$ cat src/srrle_pkg.sv
// Package for the sprite row run-length decoder.
// Holds register indexes, parse phase codes, decode constants and the run
// record shared by the core, the output buffer and the top level.
package srrle_pkg;

  localparam logic [1:0] CFG_CODING_MODE = 2'd0;
  localparam logic [1:0] CFG_ROW_WIDTH   = 2'd1;
  localparam logic [1:0] CFG_ROW_COUNT   = 2'd2;

  localparam logic [1:0] MODE_UNCOMPRESSED = 2'd0;
  localparam logic [1:0] MODE_TWO_BYTE     = 2'd1;
  localparam logic [1:0] MODE_PACKED       = 2'd2;

  localparam logic [7:0] RAW_TYPE_WIDE   = 8'hFF;
  localparam logic [2:0] RAW_TYPE_PACKED = 3'h7;
  localparam logic [4:0] PACKED_LEN_MASK = 5'd31;

  localparam logic [15:0] RESET_ROW_WIDTH = 16'd32;
  localparam logic [15:0] RESET_ROW_COUNT = 16'd32;

  typedef enum logic [1:0] {
    PH_HEADER = 2'd0,
    PH_LENGTH = 2'd1,
    PH_RAW    = 2'd2
  } phase_t;

  typedef struct packed {
    logic        we;
    logic [1:0]  index;
    logic [15:0] data;
  } cfg_wr_t;

  typedef struct packed {
    logic [7:0] color_index;
    logic [8:0] run_length;
    logic       row_end;
    logic       frame_end;
  } run_t;

endpackage

$ cat src/srrle_core.sv
// Decode core: configuration registers, segment parser and row/frame counters.
// Produces at most one run per accepted byte, in the same cycle.
// Depends on srrle_pkg.
module srrle_core
  import srrle_pkg::*;
(
  input  logic       clk,
  input  logic       rst,
  input  cfg_wr_t    cfg,
  input  logic       in_take,
  input  logic [7:0] in_byte,
  output logic       res_push,
  output run_t       res
);

  logic [1:0]  coding_mode;
  logic [15:0] row_width;
  logic [15:0] row_count;

  phase_t      phase, phase_next;
  logic [7:0]  held_type, held_type_next;
  logic [8:0]  raw_remaining, raw_remaining_next;
  logic [16:0] row_filled, row_filled_next;
  logic [15:0] rows_done, rows_done_next;

  logic        emit;
  logic        seg_end;
  logic [7:0]  color;
  logic [8:0]  len;
  logic [8:0]  raw_dec;
  logic [8:0]  byte_len;
  logic [8:0]  packed_len;
  logic [16:0] filled_sum;
  logic [16:0] rows_inc;
  logic        row_end;
  logic        frame_end;

  assign raw_dec    = (raw_remaining != 9'd0) ? raw_remaining - 9'd1 : 9'd0;
  assign byte_len   = {1'b0, in_byte} + 9'd1;
  assign packed_len = {4'd0, in_byte[4:0] & PACKED_LEN_MASK} + 9'd1;

  // parser: next phase and the run this byte produces
  always_comb begin
    phase_next         = phase;
    held_type_next     = held_type;
    raw_remaining_next = raw_remaining;
    emit               = 1'b0;
    seg_end            = 1'b1;
    color              = in_byte;
    len                = 9'd1;
    if (coding_mode == MODE_UNCOMPRESSED) begin
      emit = 1'b1;
    end else if (phase == PH_RAW) begin
      raw_remaining_next = raw_dec;
      phase_next         = (raw_dec == 9'd0) ? PH_HEADER : PH_RAW;
      emit               = 1'b1;
      seg_end            = (raw_dec == 9'd0);
    end else if (coding_mode == MODE_TWO_BYTE) begin
      if (phase == PH_HEADER) begin
        held_type_next = in_byte;
        phase_next     = PH_LENGTH;
      end else begin
        phase_next = PH_HEADER;
        if (held_type == RAW_TYPE_WIDE) begin
          raw_remaining_next = byte_len;
          phase_next         = PH_RAW;
        end else begin
          emit  = 1'b1;
          color = held_type;
          len   = byte_len;
        end
      end
    end else begin
      phase_next = PH_HEADER;
      if (in_byte[7:5] == RAW_TYPE_PACKED) begin
        raw_remaining_next = packed_len;
        phase_next         = PH_RAW;
      end else begin
        emit  = 1'b1;
        color = {5'd0, in_byte[7:5]};
        len   = packed_len;
      end
    end
  end

  // row and frame counters
  assign filled_sum = row_filled + {8'd0, len};
  assign rows_inc   = {1'b0, rows_done} + 17'd1;
  assign row_end    = seg_end && (filled_sum >= {1'b0, row_width});
  assign frame_end  = row_end && (rows_inc >= {1'b0, row_count});

  always_comb begin
    row_filled_next = row_filled;
    rows_done_next  = rows_done;
    if (emit) begin
      row_filled_next = row_end ? 17'd0 : filled_sum;
      if (row_end) begin
        rows_done_next = frame_end ? 16'd0 : rows_inc[15:0];
      end
    end
  end

  always_ff @(posedge clk) begin
    if (rst) begin
      coding_mode   <= MODE_TWO_BYTE;
      row_width     <= RESET_ROW_WIDTH;
      row_count     <= RESET_ROW_COUNT;
      phase         <= PH_HEADER;
      held_type     <= 8'd0;
      raw_remaining <= 9'd0;
      row_filled    <= 17'd0;
      rows_done     <= 16'd0;
    end else if (cfg.we) begin
      case (cfg.index)
        CFG_CODING_MODE: begin
          coding_mode   <= cfg.data[1:0];
          phase         <= PH_HEADER;
          held_type     <= 8'd0;
          raw_remaining <= 9'd0;
        end
        CFG_ROW_WIDTH: row_width <= cfg.data;
        CFG_ROW_COUNT: row_count <= cfg.data;
        default: ;
      endcase
    end else if (in_take) begin
      phase         <= phase_next;
      held_type     <= held_type_next;
      raw_remaining <= raw_remaining_next;
      row_filled    <= row_filled_next;
      rows_done     <= rows_done_next;
    end
  end

  assign res_push        = in_take && !cfg.we && emit;
  assign res.color_index = color;
  assign res.run_length  = len;
  assign res.row_end     = row_end;
  assign res.frame_end   = frame_end;

  a_mode_write_clears: assert property (@(posedge clk) disable iff (rst)
    cfg.we && cfg.index == CFG_CODING_MODE |=> phase == PH_HEADER && raw_remaining == 9'd0)
    else $error("mode write did not clear the parser");

  a_raw_nonzero: assert property (@(posedge clk) disable iff (rst)
    phase == PH_RAW |-> raw_remaining != 9'd0)
    else $error("raw phase with no bytes left");

  a_row_end_clears: assert property (@(posedge clk) disable iff (rst)
    res_push && res.row_end |=> row_filled == 17'd0)
    else $error("row fill count not cleared at row end");

endmodule

$ cat src/srrle_outbuf.sv
// Two-entry output buffer (output register plus skid register) for runs.
// Lets the decoder take a byte while a finished run still waits downstream.
// Depends on srrle_pkg.
module srrle_outbuf
  import srrle_pkg::*;
(
  input  logic clk,
  input  logic rst,
  input  logic push,
  input  run_t push_run,
  output logic can_take,
  output logic out_valid,
  input  logic out_ready,
  output run_t out_run
);

  logic skid_valid;
  run_t skid_run;
  logic pop;

  assign pop      = out_valid && out_ready;
  assign can_take = !skid_valid;

  always_ff @(posedge clk) begin
    if (rst) begin
      out_valid  <= 1'b0;
      skid_valid <= 1'b0;
    end else if (!out_valid) begin
      out_valid <= push;
    end else if (pop) begin
      if (skid_valid) begin
        skid_valid <= 1'b0;
      end else begin
        out_valid <= push;
      end
    end else if (push) begin
      skid_valid <= 1'b1;
    end
  end

  always_ff @(posedge clk) begin
    if (!out_valid || pop) begin
      out_run <= skid_valid ? skid_run : push_run;
    end
    if (out_valid && !pop && push) begin
      skid_run <= push_run;
    end
  end

  a_skid_needs_out: assert property (@(posedge clk) disable iff (rst)
    skid_valid |-> out_valid)
    else $error("skid entry held without an output entry");

  a_stall_fills_skid: assert property (@(posedge clk) disable iff (rst)
    push && out_valid && !out_ready |=> skid_valid)
    else $error("stalled run not captured in skid");

  a_drain_empties: assert property (@(posedge clk) disable iff (rst)
    pop && !skid_valid && !push |=> !out_valid)
    else $error("output entry kept after drain");

endmodule

$ cat src/sprite_row_rle_decoder.sv
// Sprite row run-length decoder, top level.
// A run appears on the master side in the cycle after its byte is taken
// when the output register is free.
// Throughput: one byte per cycle; the parser and counters update in one pass.
// A two-entry output buffer lets input flow on a stall until its skid fills.
// Reset (rst, synchronous): mode two-byte, width 32, rows 32, counters cleared.
// No clearing pass after reset; the block takes bytes from the next cycle.
// Depends on srrle_pkg, srrle_core, srrle_outbuf.
module sprite_row_rle_decoder
  import srrle_pkg::*;
(
  input  logic        clk,
  input  logic        rst,
  // configuration write port
  input  logic        cfg_we,
  input  logic [1:0]  cfg_index,
  input  logic [15:0] cfg_data,
  // compressed byte stream
  input  logic        s_tvalid,
  output logic        s_tready,
  input  logic [7:0]  s_tdata,   // [7:0] data_byte
  // decoded runs
  output logic        m_tvalid,
  input  logic        m_tready,
  output logic [23:0] m_tdata,   // [7:0] color_index, [16:8] run_length, zero pad
  output logic        m_tlast,   // row_end
  output logic [0:0]  m_tuser    // [0] frame_end
);

  cfg_wr_t cfg;
  logic    take;
  logic    res_push;
  run_t    res;
  run_t    out_run;
  logic    can_take;

  assign cfg.we    = cfg_we;
  assign cfg.index = cfg_index;
  assign cfg.data  = cfg_data;

  // hold input whenever the skid entry is occupied or a register is written
  assign s_tready = can_take && !cfg_we;
  assign take     = s_tvalid && s_tready;

  srrle_core u_core (
    .clk      (clk),
    .rst      (rst),
    .cfg      (cfg),
    .in_take  (take),
    .in_byte  (s_tdata),
    .res_push (res_push),
    .res      (res)
  );

  srrle_outbuf u_outbuf (
    .clk       (clk),
    .rst       (rst),
    .push      (res_push),
    .push_run  (res),
    .can_take  (can_take),
    .out_valid (m_tvalid),
    .out_ready (m_tready),
    .out_run   (out_run)
  );

  assign m_tdata = {7'd0, out_run.run_length, out_run.color_index};
  assign m_tlast = out_run.row_end;
  assign m_tuser = out_run.frame_end;

endmodule
$ cat config.mk
export PLATFORM = sky130hd
export DESIGN_NAME = sprite_row_rle_decoder
export DESIGN_NICKNAME = d
export VERILOG_FILES = /design/src/srrle_pkg.sv /design/src/srrle_core.sv /design/src/srrle_outbuf.sv /design/src/sprite_row_rle_decoder.sv
export SDC_FILE = /design/constraint.sdc
export NUM_CORES = 1
export LEC_CHECK = 0
export BUFFER_PORTS_ARGS = -buffer_cell sky130_fd_sc_hd__buf_2
export CAP_MARGIN = 20
export CORE_ASPECT_RATIO = 0.8
export CORE_MARGIN = 3
export CORE_UTILIZATION = 60
export DETAILED_ROUTE_END_ITERATION = 10
export GPL_TIMING_DRIVEN = 0
export PLACE_DENSITY = 0.8
export SLEW_MARGIN = 20
export SYNTH_ARGS = -nofsm -noshare
export SYNTH_HDL_FRONTEND = slang
export SYNTH_HIERARCHICAL = 1
export SYNTH_SLANG_ARGS = --single-unit
$ cat constraint.sdc
create_clock -name clk -period 5.6 [get_ports clk]
set_clock_uncertainty 0.05 [all_clocks]
set_input_delay 0 -clock clk [delete_from_list [all_inputs] [get_ports clk]]
set_output_delay 0 -clock clk [all_outputs]
set_load 0.01 [all_outputs]
==> flow_summary.ini <==
[outcome]
status = complete, no violations

[timing]
hold_ws_ps = 28.1
worst_pin_slew_ps = 994
finalHoldViolations = 0
fin_tns_setup_ps = 0
report.final.slew_viol_count = 0
period_share_pct = 96.8
period_needed_ps = 5420
setup-violations-final = 0
fmax_mhz = 185
slew_headroom_pct = 33.7

[route]
via_per_inst = 6.09
first_pass_iters = 5
ant_nets = 0
wl_mm = 20.1
wire_per_inst_um = 18.5
num_vias = 6627
drc = 0
drt_iter0_markers = 805

[synthesis]
syn_area_mm2 = 0.00717
ys_seq_area_share_pct = 40.5
syn_area_per_cell_um2 = 8.72
yosysWarnings = 6
synth_ff_type = dfxtp_1
synth.ff_latch_count = 126
async_flop_share_pct = 0
synth_edf_count = 38
netlist_instances = 823
ys_types = 72

[power_and_ir_drop]
sw_frac_of_total_pct = 23.5
p_per_area_mw_per_mm2 = 280
power.share.sequential_pct = 40.4
p_leak_uw = 0.00339
p_total_uw = 2410
p_int_uw = 1850
power_frac_clock_pct = 50.1
p_comb_share_pct = 9.5
switchingPower_uw = 568
irDropWorstVdd_mv = 0.222

[worst_setup_path]
path_cells = nand4_1 -> nor2_2 -> nor2_1 -> a22oi_2 -> nor2_1 -> and2_2 -> fa_1 -> a21oi_2 -> nand4b_1 -> a21oi_2 -> or3_1 -> nand4_1 -> xnor2_1 -> ha_1 -> nand2_1 -> nor3_2 -> a221oi_1 -> o2111a_1 -> a31o_4 -> buf_8 -> buf_6 -> nor2_1 -> buf_4 -> mux2_2
cpPeakStageDelay_ps = 490
critPathRequiredTime_ps = 5720
worstPathMaxFanout = 10
path_common_cell = nor2_1
crit_path_start_kind = register
crit_path_top_delay_cell = fa_1
critPathKind = register to register
worstPathArrival_ps = 5540
r2r_start = u_core/held_type[2]
crit_path_end_kind = register
critical_path.startpoint = u_core/held_type[2]

[global_routing]
grt_pass1_vias = 6485
grt_usage_pct = 30.3
grt_max_degree = 21
met2_usage_pct = 45.9
grt_pass1_wl_mm = 32.4
antenna_found_initial = 1
use_met1_pct = 42.2
grt_overflow = 0
met3_usage_pct = 7.16
busiest_layer = met2

[place]
routabilityCongestion = 0.983
dp_cells = 1026
port_buffers = 49
hpwl_mm = 14.0

[clock_network]
cts_buffers = 17
cts_buffer_depth = 2
path_clk_slew_ps = 60
cts.sinks = 126
htree_levels = 4
cts_tree = done
clock-root-buffer = clkbuf_16
clk_latency_ps = 410

[die]
io_pins = 59
die_w_um = 128
start_util_pct = 61.8
die_h_um = 104
rows = 35
die-area_mm2 = 0.0133
core_region_area_mm2 = 0.0116

[flow_run]
cap_violations = 0

[final_layout]
fin_nets = 1002
instances_no_fill = 1088
drive_gt1_share_pct = 15.2
multi_input_area_mm2 = 0.00385
fill_cells = 800
layout_commonest_cell = nand2_1
syn_to_final_growth_pct = 20.1
final_cell_mix = nand2_1 (102), dfxtp_1 (87), a21oi_1 (84), inv_1 (62), nor2_1 (56)
regArea_mm2 = 0.00290

[hold_path]
hold_start = s_tdata[2]
hold_class = input pin to register
-- worst paths after layout --
check / end / slack [ps] / cells past startpoint
setup / recovery: u_outbuf/out_run[0] / 180 / 24
hold / removal: u_core/held_type[2] / 30 / 3
setup reg to reg: u_outbuf/out_run[0] / 180 / 24
hold reg to reg: u_core/row_width[13] / 410 / 2
-- repair_timing --
action | CTS | global route
setup endpoints to repair | 3 | 29
hold buffers | 27 | 0
resized for setup | 5 | 11
pin swaps | 0 | 3
hold endpoints to repair | 45 | 0
buffers inserted | 0 | 3
-- metal layers --
layer / wire length (µm) / vias up
li1: - / 3120
met1: 8700 / 3099
met2: 9140 / 362
met3: 1910 / 46
met4: 374 / 0
met5: 0 / -
-- critical path: cells and delay by family, from the launching register on --
| family | cells | cell delay, ps |
|---|---|---|
| and+or+nand+nor | 11 | 1820 |
| AOI/OAI and AO/OA | 6 | 1290 |
| adders and majority gates | 2 | 770 |
| buffers and inverters | 3 | 450 |
| DFF | 1 | 380 |
| muxes | 1 | 240 |
| xor gates and xnor gates | 1 | 150 |
-- power groups by stage --
| stage | Clock (µW) | Combinational, µW | Sequential (µW) |
|---|---|---|---|
| after floorplan | 0 | 130 | 996 |
| after global placement | 0 | 199 | 992 |
| after detailed placement | 0 | 203 | 993 |
| after CTS | 1220 | 220 | 974 |
| after global routing | 1260 | 249 | 976 |
| final | 1210 | 230 | 974 |
-- through the flow --
step,cell area [µm²],setup WS (ps),util (%)
2_1_floorplan,7200,778,-
3_3_place_gp,7630,33.6,65.7
3_5_place_dp,7630,-41.6,65.7
4_1_cts,8560,11.5,73.8
5_1_grt,8610,-54.7,74.2
6_report,8610,181,74.2
-- cells by family (layout without fill, tap and decap cells) --
group | count (synthesis) | count (layout) | synth area share (%)
AO/OA/AOI/OAI | 181 | 181 | 16.9
XOR/XNOR | 36 | 36 | 4.40
adder cells (fa/ha/maj) | 45 | 45 | 7.95
buffers and inverters | 110 | 220 | 6.79
flip-flops | 126 | 126 | 40.5
multiplexers | 22 | 22 | 3.40
other | 1 | 8 | 0.0523
AND/OR/NAND/NOR | 302 | 302 | 20.1
-- synth_stat cells, drive strengths merged, types with 3 or more instances --
library cell / count / share of area (%)
nand2: 102 / 5.3
dfxtp: 88 / 25
a21oi: 87 / 6.2
inv: 64 / 3.4
nor2: 58 / 3.0
nand3: 47 / 3.3
ha: 44 / 7.7
edfxtp: 38 / 16
clkbuf: 30 / 1.6
xnor2: 29 / 3.5
nor3: 26 / 1.9
mux2: 19 / 3.0
buf: 16 / 1.8
o21ai: 16 / 1.2
a22oi: 13 / 1.4
o32ai: 12 / 1.5
nand4: 11 / 0.96
or3: 11 / 0.96
nand2b: 10 / 0.87
and3: 8 / 0.70
nor2b: 7 / 0.61
xor2: 7 / 0.85
a21o: 6 / 0.63
o22ai: 6 / 0.52
o31ai: 6 / 0.63
o211ai: 4 / 0.42
or4: 4 / 0.47
a31oi: 3 / 0.26
and2: 3 / 0.26
mux2i: 3 / 0.42
o41ai: 3 / 0.63
or2: 3 / 0.26
-- cell type report --
cell class                      instances  area share, %
Buffer                                 45           2.86
Clock inverter                         13           2.45
Clock buffer                           19           5.03
Sequential cell                       126           33.7
Multi-Input combinational cell        593           44.7
Timing Repair Buffer                   79           6.25
Antenna cell                            1         0.0290
Tap cell                              148           2.15
Inverter                               64           2.82
-- registers in the layout, indices dropped and copies added (netlist names), 8 cells and up --
register / flops
u_core/row_filled: 17
u_outbuf/skid_run: 19
u_core/row_count: 16
u_outbuf/out_run: 19
u_core/rows_done: 16
u_core/held_type: 8
u_core/raw_remaining: 9
u_core/row_width: 16
Power figures use the tool's default switching activity.
